--- src/hdl/amf_pkg.sv ---
// Package for the air mouse motion framer: constants, register indexes,
// configuration and frame summary types. No dependencies.
`default_nettype none

package amf_pkg;

   localparam int AXES        = 3;
   localparam int FRAME_HALF  = 7;
   localparam int FRAME_LEN   = 14;
   localparam int QUEUE_DEPTH = 2;

   localparam logic [6:0]  MOTION_THRESHOLD_RESET = 7'd3;
   localparam logic [7:0]  FREEZE_TICKS_RESET     = 8'd40;
   localparam logic [15:0] IDLE_LIMIT_RESET       = 16'd3000;
   localparam logic [7:0]  HEADER_BYTE_RESET      = 8'hA5;
   localparam logic [15:0] RECAL_KEY_MASK_RESET   = 16'h2000;

   // register indexes
   localparam logic [2:0] CSR_MOTION_THRESHOLD = 3'd0;
   localparam logic [2:0] CSR_FREEZE_TICKS     = 3'd1;
   localparam logic [2:0] CSR_IDLE_LIMIT       = 3'd2;
   localparam logic [2:0] CSR_HEADER_BYTE      = 3'd3;
   localparam logic [2:0] CSR_RECAL_KEY_MASK   = 3'd4;

   // byte positions within one half of the frame
   localparam logic [2:0] POS_HEADER_A = 3'd0;
   localparam logic [2:0] POS_HEADER_B = 3'd1;
   localparam logic [2:0] POS_NEG_Y    = 3'd2;
   localparam logic [2:0] POS_NEG_Z    = 3'd3;
   localparam logic [2:0] POS_KEY_HI   = 3'd4;
   localparam logic [2:0] POS_KEY_LO   = 3'd5;
   localparam logic [2:0] POS_SUM      = 3'd6;

   localparam logic [3:0] HALF_IDX = 4'(FRAME_HALF);
   localparam logic [3:0] LAST_IDX = 4'(FRAME_LEN - 1);

   typedef struct packed {
      logic [6:0]  motion_threshold;
      logic [7:0]  freeze_ticks;
      logic [15:0] idle_limit;
      logic [7:0]  header_byte;
      logic [15:0] recal_key_mask;
   } cfg_type;

   typedef struct packed {
      logic [7:0]  header_byte;
      logic [7:0]  neg_y;
      logic [7:0]  neg_z;
      logic [15:0] keys;
      logic [7:0]  sum;
      logic        sleep_request;
      logic        recalibrate;
   } frame_type;

   typedef struct packed {
      logic full;
      logic not_empty;
   } qstat_type;

endpackage

`default_nettype wire

--- src/hdl/amf_if.sv ---
// Handshake channels of the framer: sample input, frame byte output and
// register writes. Depends on nothing.
`default_nettype none

interface amf_req_if;
   logic               valid;
   logic               ready;
   logic signed [15:0] angle_x;
   logic signed [15:0] angle_y;
   logic signed [15:0] angle_z;
   logic        [15:0] key_state;
   modport source (output valid, angle_x, angle_y, angle_z, key_state, input ready);
   modport sink   (input valid, angle_x, angle_y, angle_z, key_state, output ready);
endinterface

interface amf_rsp_if;
   logic       valid;
   logic       ready;
   logic [7:0] frame_byte;
   logic       last_byte;
   logic       sleep_request;
   logic       recalibrate;
   modport source (output valid, frame_byte, last_byte, sleep_request, recalibrate,
                   input ready);
   modport sink   (input valid, frame_byte, last_byte, sleep_request, recalibrate,
                   output ready);
endinterface

interface amf_csr_if;
   logic        valid;
   logic        ready;
   logic [2:0]  index;
   logic [15:0] data;
   modport source (output valid, index, data, input ready);
   modport sink   (input valid, index, data, output ready);
endinterface

`default_nettype wire

--- src/hdl/amf_front.sv ---
// Front end: takes samples, works out deltas, activity, freeze and idle state
// and builds a frame summary for the queue. Uses amf_pkg and amf_req_if.
`default_nettype none

module amf_front (
   input  wire logic               clock,
   input  wire logic               reset,
   amf_req_if.sink                 req_bus,
   input  wire amf_pkg::cfg_type   cfg,
   input  wire amf_pkg::qstat_type qstat,
   output logic                    push,
   output amf_pkg::frame_type      push_frame
);

   logic signed [15:0] prev_angle_ff [amf_pkg::AXES];
   logic               primed_ff;
   logic [15:0]        prev_keys_ff;
   logic               freeze_active_ff, freeze_active_in;
   logic [7:0]         freeze_count_ff, freeze_count_in;
   logic [15:0]        idle_count_ff, idle_count_in;

   logic signed [15:0] cur [amf_pkg::AXES];
   logic signed [16:0] diff [amf_pkg::AXES];
   logic signed [16:0] quot [amf_pkg::AXES];
   logic signed [7:0]  delta [amf_pkg::AXES];
   logic        [7:0]  mag [amf_pkg::AXES];
   logic               motion, active, zero_deltas, sleep, fire;
   logic [15:0]        keys;
   logic [7:0]         neg_y, neg_z;

   assign req_bus.ready = !qstat.full;
   assign fire          = req_bus.valid && req_bus.ready;
   assign push          = fire && primed_ff;
   assign keys          = req_bus.key_state;

   always_comb begin
      cur[0] = req_bus.angle_x;
      cur[1] = req_bus.angle_y;
      cur[2] = req_bus.angle_z;
      motion = 1'b0;
      for (int i = 0; i < amf_pkg::AXES; i++) begin
         diff[i] = 17'(cur[i]) - 17'(prev_angle_ff[i]);
         // divide by four, rounding toward zero
         quot[i] = (diff[i] + (diff[i][16] ? 17'sd3 : 17'sd0)) >>> 2;
         if (quot[i] > 17'sd127) begin
            delta[i] = 8'sd127;
         end else if (quot[i] < -17'sd128) begin
            delta[i] = -8'sd128;
         end else begin
            delta[i] = quot[i][7:0];
         end
         mag[i] = delta[i][7] ? 8'(-delta[i]) : delta[i];
         if (mag[i] > {1'b0, cfg.motion_threshold}) begin
            motion = 1'b1;
         end
      end
   end

   always_comb begin
      active           = motion || (keys != 16'd0) || (prev_keys_ff != 16'd0);
      freeze_active_in = freeze_active_ff;
      freeze_count_in  = freeze_count_ff;
      zero_deltas      = 1'b0;
      if (active) begin
         if (keys != 16'd0) begin
            freeze_active_in = 1'b1;
         end else if (!freeze_active_ff) begin
            freeze_count_in = cfg.freeze_ticks;
         end
         idle_count_in = '0;
      end else begin
         idle_count_in = idle_count_ff + 16'd1;
      end
      if (freeze_active_in) begin
         if (freeze_count_in != 8'd0) begin
            freeze_count_in = freeze_count_in - 8'd1;
            zero_deltas     = 1'b1;
         end else begin
            freeze_active_in = 1'b0;
         end
      end
      sleep = idle_count_in >= cfg.idle_limit;
      if (sleep) begin
         idle_count_in = '0;
      end
      neg_y = zero_deltas ? 8'd0 : 8'(-delta[1]);
      neg_z = zero_deltas ? 8'd0 : 8'(-delta[2]);
      push_frame.header_byte   = cfg.header_byte;
      push_frame.neg_y         = neg_y;
      push_frame.neg_z         = neg_z;
      push_frame.keys          = keys;
      push_frame.sum           = cfg.header_byte + cfg.header_byte + neg_y + neg_z
                                 + keys[15:8] + keys[7:0];
      push_frame.sleep_request = sleep;
      push_frame.recalibrate   = (keys & cfg.recal_key_mask) != 16'd0;
   end

   always_ff @(posedge clock) begin
      if (reset) begin
         for (int i = 0; i < amf_pkg::AXES; i++) begin
            prev_angle_ff[i] <= '0;
         end
         primed_ff        <= 1'b0;
         prev_keys_ff     <= '0;
         freeze_active_ff <= 1'b0;
         freeze_count_ff  <= amf_pkg::FREEZE_TICKS_RESET;
         idle_count_ff    <= '0;
      end else if (fire) begin
         for (int i = 0; i < amf_pkg::AXES; i++) begin
            prev_angle_ff[i] <= cur[i];
         end
         primed_ff <= 1'b1;
         if (primed_ff) begin
            if (active) begin
               prev_keys_ff <= keys;
            end
            freeze_active_ff <= freeze_active_in;
            freeze_count_ff  <= freeze_count_in;
            idle_count_ff    <= idle_count_in;
         end
      end
   end

   a_sleep_clears_idle: assert property (@(posedge clock) disable iff (reset)
      (push && push_frame.sleep_request) |=> (idle_count_ff == 16'd0))
      else $error("idle count not cleared after sleep request");

endmodule

`default_nettype wire

--- src/hdl/amf_queue.sv ---
// Short frame summary queue between front and back end.
// Uses amf_pkg.
`default_nettype none

module amf_queue #(
   parameter int DEPTH = amf_pkg::QUEUE_DEPTH   // 2 or more
) (
   input  wire logic               clock,
   input  wire logic               reset,
   input  wire logic               push,
   input  wire amf_pkg::frame_type push_frame,
   input  wire logic               pop,
   output amf_pkg::frame_type      head_frame,
   output amf_pkg::qstat_type      qstat
);

   localparam int PtrW = $clog2(DEPTH);
   localparam int CntW = $clog2(DEPTH + 1);

   amf_pkg::frame_type entry_ff [DEPTH];
   logic [PtrW-1:0]    wr_ptr_ff, rd_ptr_ff;
   logic [CntW-1:0]    count_ff;

   assign head_frame      = entry_ff[rd_ptr_ff];
   assign qstat.full      = count_ff == CntW'(DEPTH);
   assign qstat.not_empty = count_ff != '0;

   always_ff @(posedge clock) begin
      if (push) begin
         entry_ff[wr_ptr_ff] <= push_frame;
      end
   end

   always_ff @(posedge clock) begin
      if (reset) begin
         wr_ptr_ff <= '0;
         rd_ptr_ff <= '0;
         count_ff  <= '0;
      end else begin
         if (push) begin
            wr_ptr_ff <= (wr_ptr_ff == PtrW'(DEPTH - 1)) ? '0 : wr_ptr_ff + 1'b1;
         end
         if (pop) begin
            rd_ptr_ff <= (rd_ptr_ff == PtrW'(DEPTH - 1)) ? '0 : rd_ptr_ff + 1'b1;
         end
         if (push && !pop) begin
            count_ff <= count_ff + 1'b1;
         end else if (pop && !push) begin
            count_ff <= count_ff - 1'b1;
         end
      end
   end

   a_no_overflow: assert property (@(posedge clock) disable iff (reset)
      push |-> (count_ff < CntW'(DEPTH)))
      else $error("queue written while full");

   a_no_underflow: assert property (@(posedge clock) disable iff (reset)
      pop |-> (count_ff != '0))
      else $error("queue read while empty");

endmodule

`default_nettype wire

--- src/hdl/amf_back.sv ---
// Back end: takes a frame summary from the queue and sends its seven bytes
// twice, one byte per item. Uses amf_pkg and amf_rsp_if.
`default_nettype none

module amf_back (
   input  wire logic               clock,
   input  wire logic               reset,
   input  wire amf_pkg::qstat_type qstat,
   input  wire amf_pkg::frame_type head_frame,
   output logic                    pop,
   amf_rsp_if.source               rsp_bus
);

   amf_pkg::frame_type frame_ff;
   logic               busy_ff;
   logic [3:0]         idx_ff;
   logic [3:0]         half_idx;
   logic [2:0]         pos;
   logic               taken, at_last;

   assign at_last = idx_ff == amf_pkg::LAST_IDX;
   assign taken   = busy_ff && rsp_bus.ready;
   assign pop     = qstat.not_empty && (!busy_ff || (taken && at_last));

   assign half_idx = (idx_ff >= amf_pkg::HALF_IDX) ? idx_ff - amf_pkg::HALF_IDX : idx_ff;
   assign pos      = half_idx[2:0];

   always_comb begin
      case (pos)
         amf_pkg::POS_HEADER_A: rsp_bus.frame_byte = frame_ff.header_byte;
         amf_pkg::POS_HEADER_B: rsp_bus.frame_byte = frame_ff.header_byte;
         amf_pkg::POS_NEG_Y:    rsp_bus.frame_byte = frame_ff.neg_y;
         amf_pkg::POS_NEG_Z:    rsp_bus.frame_byte = frame_ff.neg_z;
         amf_pkg::POS_KEY_HI:   rsp_bus.frame_byte = frame_ff.keys[15:8];
         amf_pkg::POS_KEY_LO:   rsp_bus.frame_byte = frame_ff.keys[7:0];
         amf_pkg::POS_SUM:      rsp_bus.frame_byte = frame_ff.sum;
         default:               rsp_bus.frame_byte = '0;
      endcase
   end

   assign rsp_bus.valid         = busy_ff;
   assign rsp_bus.last_byte     = at_last;
   assign rsp_bus.sleep_request = frame_ff.sleep_request;
   assign rsp_bus.recalibrate   = frame_ff.recalibrate;

   always_ff @(posedge clock) begin
      if (pop) begin
         frame_ff <= head_frame;
      end
   end

   always_ff @(posedge clock) begin
      if (reset) begin
         busy_ff <= 1'b0;
         idx_ff  <= '0;
      end else if (pop) begin
         busy_ff <= 1'b1;
         idx_ff  <= '0;
      end else if (taken) begin
         if (at_last) begin
            busy_ff <= 1'b0;
            idx_ff  <= '0;
         end else begin
            idx_ff <= idx_ff + 4'd1;
         end
      end
   end

   a_idx_in_frame: assert property (@(posedge clock) disable iff (reset)
      busy_ff |-> (idx_ff <= amf_pkg::LAST_IDX))
      else $error("byte index beyond frame");

   a_stall_holds: assert property (@(posedge clock) disable iff (reset)
      (busy_ff && !rsp_bus.ready) |=> (busy_ff && $stable(idx_ff)))
      else $error("byte index moved while stalled");

endmodule

`default_nettype wire

--- src/hdl/air_mouse_motion_framer.sv ---
// Motion framer top level. A sample's summary is registered in the summary queue
// and then in the back end's frame register before its first byte is offered;
// it yields 14 byte items, one per cycle when the sink is ready, so the sustained
// sample rate is set by the byte serialiser in the back end. The front end takes
// one sample per cycle until the QUEUE_DEPTH summary queue fills; the first sample
// only primes. Synchronous reset restores register defaults; no clearing pass.
`default_nettype none

module air_mouse_motion_framer #(
   parameter int QUEUE_DEPTH = amf_pkg::QUEUE_DEPTH
) (
   input  wire logic clock,
   input  wire logic reset,
   amf_req_if.sink   req_bus,
   amf_rsp_if.source rsp_bus,
   amf_csr_if.sink   csr_bus
);

   amf_pkg::cfg_type   cfg_ff;
   amf_pkg::qstat_type qstat;
   amf_pkg::frame_type push_frame, head_frame;
   logic               push, pop;

   assign csr_bus.ready = 1'b1;

   always_ff @(posedge clock) begin
      if (reset) begin
         cfg_ff.motion_threshold <= amf_pkg::MOTION_THRESHOLD_RESET;
         cfg_ff.freeze_ticks     <= amf_pkg::FREEZE_TICKS_RESET;
         cfg_ff.idle_limit       <= amf_pkg::IDLE_LIMIT_RESET;
         cfg_ff.header_byte      <= amf_pkg::HEADER_BYTE_RESET;
         cfg_ff.recal_key_mask   <= amf_pkg::RECAL_KEY_MASK_RESET;
      end else if (csr_bus.valid) begin
         case (csr_bus.index)
            amf_pkg::CSR_MOTION_THRESHOLD: cfg_ff.motion_threshold <= csr_bus.data[6:0];
            amf_pkg::CSR_FREEZE_TICKS:     cfg_ff.freeze_ticks     <= csr_bus.data[7:0];
            amf_pkg::CSR_IDLE_LIMIT:       cfg_ff.idle_limit       <= csr_bus.data;
            amf_pkg::CSR_HEADER_BYTE:      cfg_ff.header_byte      <= csr_bus.data[7:0];
            amf_pkg::CSR_RECAL_KEY_MASK:   cfg_ff.recal_key_mask   <= csr_bus.data;
            default: ;  // unknown index: ignored
         endcase
      end
   end

   amf_front u_front (
      .clock      (clock),
      .reset      (reset),
      .req_bus    (req_bus),
      .cfg        (cfg_ff),
      .qstat      (qstat),
      .push       (push),
      .push_frame (push_frame)
   );

   amf_queue #(
      .DEPTH (QUEUE_DEPTH)
   ) u_queue (
      .clock      (clock),
      .reset      (reset),
      .push       (push),
      .push_frame (push_frame),
      .pop        (pop),
      .head_frame (head_frame),
      .qstat      (qstat)
   );

   amf_back u_back (
      .clock      (clock),
      .reset      (reset),
      .qstat      (qstat),
      .head_frame (head_frame),
      .pop        (pop),
      .rsp_bus    (rsp_bus)
   );

endmodule

`default_nettype wire

--- src/flat_wrapper.sv ---
// flat-port wrapper written by rule: the top's interface ports become plain ports
module air_mouse_motion_framer_flat 
#(
   parameter int QUEUE_DEPTH = amf_pkg::QUEUE_DEPTH
)
  (clock, reset, req_bus_valid, req_bus_angle_x, req_bus_angle_y, req_bus_angle_z, req_bus_key_state, req_bus_ready, rsp_bus_valid, rsp_bus_frame_byte, rsp_bus_last_byte, rsp_bus_sleep_request, rsp_bus_recalibrate, rsp_bus_ready, csr_bus_valid, csr_bus_index, csr_bus_data, csr_bus_ready);
  amf_req_if req_bus_i ();
  amf_rsp_if rsp_bus_i ();
  amf_csr_if csr_bus_i ();
  input  wire logic clock;
  input  wire logic reset;
  input wire logic [$bits(req_bus_i.valid)-1:0] req_bus_valid;
  input wire logic [$bits(req_bus_i.angle_x)-1:0] req_bus_angle_x;
  input wire logic [$bits(req_bus_i.angle_y)-1:0] req_bus_angle_y;
  input wire logic [$bits(req_bus_i.angle_z)-1:0] req_bus_angle_z;
  input wire logic [$bits(req_bus_i.key_state)-1:0] req_bus_key_state;
  output wire logic [$bits(req_bus_i.ready)-1:0] req_bus_ready;
  output wire logic [$bits(rsp_bus_i.valid)-1:0] rsp_bus_valid;
  output wire logic [$bits(rsp_bus_i.frame_byte)-1:0] rsp_bus_frame_byte;
  output wire logic [$bits(rsp_bus_i.last_byte)-1:0] rsp_bus_last_byte;
  output wire logic [$bits(rsp_bus_i.sleep_request)-1:0] rsp_bus_sleep_request;
  output wire logic [$bits(rsp_bus_i.recalibrate)-1:0] rsp_bus_recalibrate;
  input wire logic [$bits(rsp_bus_i.ready)-1:0] rsp_bus_ready;
  input wire logic [$bits(csr_bus_i.valid)-1:0] csr_bus_valid;
  input wire logic [$bits(csr_bus_i.index)-1:0] csr_bus_index;
  input wire logic [$bits(csr_bus_i.data)-1:0] csr_bus_data;
  output wire logic [$bits(csr_bus_i.ready)-1:0] csr_bus_ready;
  assign req_bus_i.valid = req_bus_valid;
  assign req_bus_i.angle_x = req_bus_angle_x;
  assign req_bus_i.angle_y = req_bus_angle_y;
  assign req_bus_i.angle_z = req_bus_angle_z;
  assign req_bus_i.key_state = req_bus_key_state;
  assign req_bus_ready = req_bus_i.ready;
  assign rsp_bus_valid = rsp_bus_i.valid;
  assign rsp_bus_frame_byte = rsp_bus_i.frame_byte;
  assign rsp_bus_last_byte = rsp_bus_i.last_byte;
  assign rsp_bus_sleep_request = rsp_bus_i.sleep_request;
  assign rsp_bus_recalibrate = rsp_bus_i.recalibrate;
  assign rsp_bus_i.ready = rsp_bus_ready;
  assign csr_bus_i.valid = csr_bus_valid;
  assign csr_bus_i.index = csr_bus_index;
  assign csr_bus_i.data = csr_bus_data;
  assign csr_bus_ready = csr_bus_i.ready;
  air_mouse_motion_framer #(.QUEUE_DEPTH(QUEUE_DEPTH)) u_core (.clock(clock), .reset(reset), .req_bus(req_bus_i), .rsp_bus(rsp_bus_i), .csr_bus(csr_bus_i));
endmodule
--- config.mk ---
export PLATFORM = sky130hd
export DESIGN_NAME = air_mouse_motion_framer_flat
export DESIGN_NICKNAME = d
export VERILOG_FILES = /design/src/hdl/amf_pkg.sv /design/src/hdl/amf_if.sv /design/src/hdl/amf_front.sv /design/src/hdl/amf_queue.sv /design/src/hdl/amf_back.sv /design/src/hdl/air_mouse_motion_framer.sv /design/src/flat_wrapper.sv
export SDC_FILE = /design/constraint.sdc
export NUM_CORES = 1
export LEC_CHECK = 0
export ABC_AREA = 1
export BUFFER_PORTS_ARGS = -buffer_cell sky130_fd_sc_hd__buf_2
export CAP_MARGIN = 10
export CORE_MARGIN = 3
export CORE_UTILIZATION = 50
export CTS_CLUSTER_SIZE = 25
export DETAILED_ROUTE_END_ITERATION = 10
export PLACE_DENSITY = 0.67
export REMOVE_ABC_BUFFERS = 1
export SYNTH_ARGS = -nofsm -noshare
export SYNTH_HDL_FRONTEND = slang
export SYNTH_HIERARCHICAL = 1
export SYNTH_SLANG_ARGS = --single-unit
--- constraint.sdc ---
create_clock -name clock -period 34.6 [get_ports clock]
set_input_delay 10.38 -clock clock [delete_from_list [all_inputs] [get_ports clock]]
set_output_delay 10.38 -clock clock [all_outputs]
set_load 0.05 [all_outputs]
==> impl_metrics.tcl, run 1 <==
set metrics [dict create \
    dpl.hpwl_um 33040 \
    grt_pass1_vias 14786 \
    mostFrequentLayoutCell "nand2_1" \
    clk_pin_slew_ns 0.06 \
    rsz0062_at_grt "false" \
    synth_simple_gate_area_share_pct 26.90 \
    avgViaCountPerCell 5.109 \
    cts_made_buffers 37 \
    via_count 15392 \
    hold_viol 0 \
    synthMuxAreaShare_pct 4.300 \
    async_flop_share_pct 0 \
    drive_gt1_share_pct 13.51 \
    die_area_um2 42000 \
    final_cell_mix "nand2_1, inv_1, nor2_1, edfxtp_1, nand3_1" \
    drtIter0Drc 968 \
    fp.dieW_um 204.9 \
    cts_hold_buffers 0 \
    clockRootBuffer "clkbuf_16" \
    finalCritPeriodShare_pct 57.86 \
    grt_pass1_wl_um 73380 \
    grt_max_degree 56 \
    cp_max_fo 26 \
    track_usage_pct 21.35 \
    cp.required_ns 34.90 \
    path_buf_inv 11 \
    hold_depth 2 \
    htreeDepth 2 \
    tightest_slew_ns 1.071 \
    postCtsSetupBuffers 0 \
    clock_latency_ns 0.56 \
    maxCapViolCount 0 \
    p_leak_nw 9.885 \
    portBuffers 100 \
    power_frac_seq_pct 35.1 \
    placed_area_um2 20450 \
    dp.cells 2946 \
    synth-compound-area-share_pct 6.014 \
    crit_top_cell "nand2_1" \
    p_int_uw 857.3 \
    p_comb_share_pct 35.1 \
    utilization_pct 55.98 \
    total_power_mw 1.349 \
    maxSlewViolCount 0 \
    post_cts_resized 0 \
    crit_type "in -> reg" \
    power_density_nw_per_um2 62.05 \
    wl_per_cell_um 14.72 \
    cts_tree "yes" \
    synth_cell_types 60 \
    final_net_count 2681 \
    stdcell_area_um2 21740 \
    critPathArrivalTime_ns 20.32 \
    slew_headroom_pct 28.35 \
    stdcell_count 3013 \
    synth_area_per_cell_um2 8.265 \
    synth_area_um2 19790 \
    r2r_cells 57 \
    wirelength_um 44350 \
    hold_class "reg -> reg" \
    core_region_area_um2 38830 \
    synth_seq_cells 305 \
    cp.depth 59 \
    fmax_ghz 0.04995 \
    synthAdderAreaFrac_pct 8.840 \
    status "complete, no violations" \
    drcViolationCount 0 \
    first_pass_iters 5 \
    pin_count 102 \
    setup_viol 0 \
    cp-start-kind "input port" \
    synth_top_family_by_area "simple AND/OR/NAND/NOR gates" \
    power.switching_uw 491.3 \
    yosysWarnings 6 \
    clk_path_buf_depth 3 \
    synth-edff-count 198 \
    cts_num_sinks 305 \
    period_minus_slack_ns 20.02 \
    seq_area_frac_synth_pct 40.88 \
    antenna_found_initial 1 \
    ant_nets 0 \
    diodes 0 \
    clock_skew_ns 0.01492 \
    dieHeight_um 204.9 \
    place_congestion 0.8827 \
    syn-instance-count 2394 \
    overflow 0 \
    fin_setup_tns_ns 0 \
    n_fill_cell 3554 \
    area_growth_pct 9.852 \
    endpoint_kind "register" \
    cp_top_family "simple AND/OR/NAND/NOR gates" \
    switching_share_pct 36.43 \
    pwr-share-clk_pct 29.8 \
    ir_drop_mv 0.04116 \
    cpMaxStageDelayCell "xor2_1" \
    ys.flop_type "edfxtp_1" \
    slowest_delay_ns 0.73 \
    row_count 72 \
    synth-xor-area-share_pct 2.871 \
    start_util_pct 50.96 \
]
state kept, by name (all words and copies together), names as in the netlist, named ones only:
name	count
u_core/u_back/frame_ff	48
u_core/cfg_ff	55
u_core/u_front/freeze_active_ff	1
u_core/u_back/idx_ff	4
u_core/u_front/idle_count_ff	16
u_core/u_queue/count_ff	2
u_core/u_queue/rd_ptr_ff	1
u_core/u_front/freeze_count_ff	8
u_core/u_front/primed_ff	1
u_core/u_back/rsp_bus.valid	1
u_core/u_back/rsp_bus.sleep_request	1
u_core/u_front/prev_keys_ff	16
u_core/u_back/rsp_bus.recalibrate	1
u_core/u_front/prev_angle_ff	48
u_core/u_queue/wr_ptr_ff	1
u_core/u_queue/entry_ff	100
through the flow:
step	setup slack [ns]	hold slack, ns
6_report	14.58	0.4671
5_1_grt	13.50	0.4983
4_1_cts	14.68	0.4681
3_5_place_dp	14.09	0.4588
3_3_place_gp	14.50	0.4447
2_1_floorplan	15.58	0.4259
worst min-delay path: cells and delay by family (launching register included):
kind             cells  cell delay, ns
flip-flops           1            0.31
AND/OR/NAND/NOR      1            0.06
AO/OA/AOI/OAI        1            0.05
area by class of cell:
class / count / area (µm²) / share of cell area [%]
inverters: 383 / 1444 / 6.643
repair buffers: 108 / 560.5 / 2.579
clock buffers: 46 / 1042 / 4.795
clock inverters: 21 / 245.2 / 1.128
flip-flops and latches: 305 / 8089 / 37.22
well taps: 518 / 648.1 / 2.982
multi-input cells: 1632 / 9707 / 44.66
Yosys cell counts (4+ instances only):
cell | number | share of area [%]
nand4_1 | 48 | 1.5
inv_2 | 15 | 0.28
ha_1 | 103 | 6.5
a22o_1 | 4 | 0.18
mux2i_1 | 10 | 0.51
nand3_2 | 15 | 0.76
xnor2_1 | 13 | 0.58
nand2_4 | 8 | 0.46
nor3_1 | 28 | 0.71
nand3_4 | 5 | 0.44
nor3b_1 | 6 | 0.23
nor4_1 | 10 | 0.32
nor2_2 | 22 | 0.70
inv_1 | 365 | 6.9
buf_2 | 8 | 0.20
or2_2 | 4 | 0.13
a21oi_1 | 97 | 2.5
dfxtp_1 | 107 | 11
buf_12 | 7 | 0.71
edfxtp_1 | 198 | 30
fa_1 | 23 | 2.3
o21ai_0 | 53 | 1.3
nand2_1 | 516 | 9.8
mux2_4 | 50 | 3.8
nor2_4 | 10 | 0.57
o21bai_1 | 6 | 0.23
a21o_1 | 11 | 0.42
clkbuf_1 | 17 | 0.32
nand3_1 | 168 | 4.2
o21a_1 | 10 | 0.38
xor2_1 | 50 | 2.2
buf_6 | 7 | 0.40
nand2_2 | 20 | 0.63
nand3b_1 | 11 | 0.42
buf_4 | 31 | 1.2
buf_1 | 4 | 0.076
a31oi_1 | 4 | 0.13
nor2_1 | 296 | 5.6
a221oi_1 | 4 | 0.18
logic make-up (layout without fill, tap and decap cells):
family          Yosys count  after routing
compound gates          207            207
xor+xnor                 64             64
fa+ha+maj               126            126
buf+inv                 457            558
flops                   305            305
mux                      60             60
other cells               1              1
simple gates           1174           1174
power groups by stage:
stage	combinational [mW]	clock (mW)	sequential [mW]
after global routing	0.539	0.428	0.478
after global placement	0.464	0	0.479
after detailed placement	0.473	0	0.481
after CTS	0.475	0.414	0.473
final	0.473	0.402	0.473
after floorplan	0.356	0	0.489
worst paths after layout:
path	start	to	slack [ns]
max	req_bus_angle_z[0]	u_core/u_queue/entry_ff[0][9]	14.58
min	u_core/u_front/idle_count_ff[11]	u_core/u_front/idle_count_ff[11]	0.47
max reg2reg	u_core/u_front/prev_angle_ff[0][32]	u_core/u_queue/entry_ff[0][9]	24.24
min reg2reg	u_core/u_front/idle_count_ff[11]	u_core/u_front/idle_count_ff[11]	0.47
metal layers:
| layer | part of all wire [%] | up-vias | wire [µm] | GRT usage (%) |
|---|---|---|---|---|
| met3 | 5.2 | 57 | 2304 | 3.814 |
| met4 | 1.8 | 2 | 815 | 4.930 |
| met2 | 46 | 301 | 20540 | 35.85 |
| li1 | - | 7902 | - | - |
| met5 | 0.029 | - | 13 | 0 |
| met1 | 47 | 7130 | 20670 | 28.90 |
No activity file was read; power rests on OpenSTA's default activity.
==> run 2, diff against run 1 <==
==> constraint.sdc (replaced) <==
create_clock -name clock -period 20.3 [get_ports clock]
set_input_delay 6.09 -clock clock [delete_from_list [all_inputs] [get_ports clock]]
set_output_delay 6.09 -clock clock [all_outputs]
set_load 0.05 [all_outputs]
==> impl_metrics.tcl, run 2 (same netlist as run 1, synthesis figures left out) <==
set metrics [dict create \
    status "complete, no violations" \
    dpl.hpwl_um 33230 \
    clk_pin_slew_ns 0.06 \
    drive_gt1_share_pct 13.47 \
    drcViolationCount 0 \
    n_fill_cell 3557 \
    pin_count 102 \
    cts_hold_buffers 0 \
    final_cell_mix "nand2_1, inv_1, nor2_1, edfxtp_1, nand3_1" \
    track_usage_pct 21.48 \
    maxSlewViolCount 0 \
    grt_pass1_vias 14888 \
    cp-start-kind "input port" \
    fp.dieW_um 204.9 \
    rsz0062_at_grt "false" \
    finalCritPeriodShare_pct 77.51 \
    crit_top_cell "nand2_1" \
    maxCapViolCount 0 \
    cp_max_fo 26 \
    slew_headroom_pct 29.86 \
    start_util_pct 50.96 \
    multi_input_area_um2 9707 \
    portBuffers 100 \
    overflow 0 \
    setup_ws_ns 4.565 \
    row_count 72 \
    cts_made_buffers 37 \
    grt_pass1_wl_um 73760 \
    clockRootBuffer "clkbuf_16" \
    cts_tree "yes" \
    clk_path_buf_depth 3 \
    htreeDepth 2 \
    first_pass_iters 5 \
    fin_setup_tns_ns 0 \
    p_leak_nw 9.852 \
    placed_area_um2 20450 \
    wirelength_um 44290 \
    ant_nets 0 \
    area_growth_pct 9.624 \
    dieHeight_um 204.9 \
    fmax_ghz 0.06355 \
    hold_class "reg -> reg" \
    stdcell_area_um2 21690 \
    via_count 15378 \
    post-place-ws_ns 3.987 \
    final_net_count 2681 \
    regMostFlops "u_core/u_queue/entry_ff" \
    slowest_delay_ns 0.70 \
    mostFrequentLayoutCell "nand2_1" \
    avgViaCountPerCell 5.104 \
    antenna_found_initial 1 \
    die_area_um2 42000 \
    place_congestion 0.8827 \
    ir_drop_mv 0.06792 \
    crit_type "in -> reg" \
    clock_skew_ns 0.01844 \
    tightest_slew_ns 1.052 \
    period_minus_slack_ns 15.73 \
    layout.area.seq_um2 8089 \
    postCtsSetupBuffers 0 \
    hold_viol 0 \
    wl_per_cell_um 14.70 \
    post_cts_resized 0 \
    core_region_area_um2 38830 \
    cpMaxStageDelayCell "xor2_1" \
    endpoint_kind "register" \
    power_density_nw_per_um2 104.8 \
    cts_num_sinks 305 \
    drtIter0Drc 915 \
    stdcell_count 3013 \
    cp.required_ns 20.61 \
    setup_viol 0 \
    top_regs "u_core/u_queue/entry_ff: 100 flops, u_core/cfg_ff: 55 flops" \
    dp.cells 2946 \
    critPathArrivalTime_ns 16.04 \
    diodes 0 \
    hold-worst-slack_ns 0.4645 \
    clock_latency_ns 0.56 \
    grt_max_degree 56 \
    largest_register_ffs 100 \
]
-- run 2: critical path, delay by kind of cell --
kind                     cells  cell delay [ns]
AO/OA/AOI/OAI                8             1.61
adder cells (fa/ha/maj)     10             3.02
buffers and inverters        9             0.86
XOR/XNOR                     3             1.11
AND/OR/NAND/NOR             27             3.36
-- run 2: final cells by class --
type                       instances  area share (%)
timing repair buffer             108           2.584
clock inverter                    23           1.108
multi-input combinational       1632           44.75
clock buffer                      44           4.620
inverter                         383           6.657
sequential                       305           37.29
tap                              518           2.988
-- run 2: layer usage --
layer  track usage (%)  wire, µm  vias to the layer above
met5                 0        13                        -
met1             29.51     21030                     7143
met2             35.89     20690                      258
li1                  -         -                     7918
met3             2.670      1642                       57
met4             6.078       913                        2
-- run 2: per-stage QoR --
step	total power, mW	util, %
global route	2.439	55.86
detailed placement	1.625	52.66
CTS	2.297	55.86
finish	2.274	55.86
global placement	1.607	52.66
floorplan	1.440	-
-- run 2: where the power goes --
| group | switching (mW) | leakage [nW] | internal [mW] | total, mW |
|---|---|---|---|---|
| Sequential | 0.0325 | 2.78 | 0.774 | 0.806 |
| Clock | 0.276 | 0.595 | 0.385 | 0.661 |
| Combinational | 0.528 | 6.48 | 0.278 | 0.806 |
| Total | 0.836 | 9.85 | 1.44 | 2.27 |
-- run 2: final timing paths --
path                                            start                         endpoint  slack (ns)  depth (start not counted)
setup / recovery                   req_bus_angle_z[0]    u_core/u_queue/entry_ff[0][9]        4.57                         57
hold / removal        u_core/u_front/idle_count_ff[9]  u_core/u_front/idle_count_ff[9]        0.46                          2
setup reg to reg  u_core/u_front/prev_angle_ff[0][32]    u_core/u_queue/entry_ff[0][9]        9.95                         55
hold reg to reg       u_core/u_front/idle_count_ff[9]  u_core/u_front/idle_count_ff[9]        0.46                          2
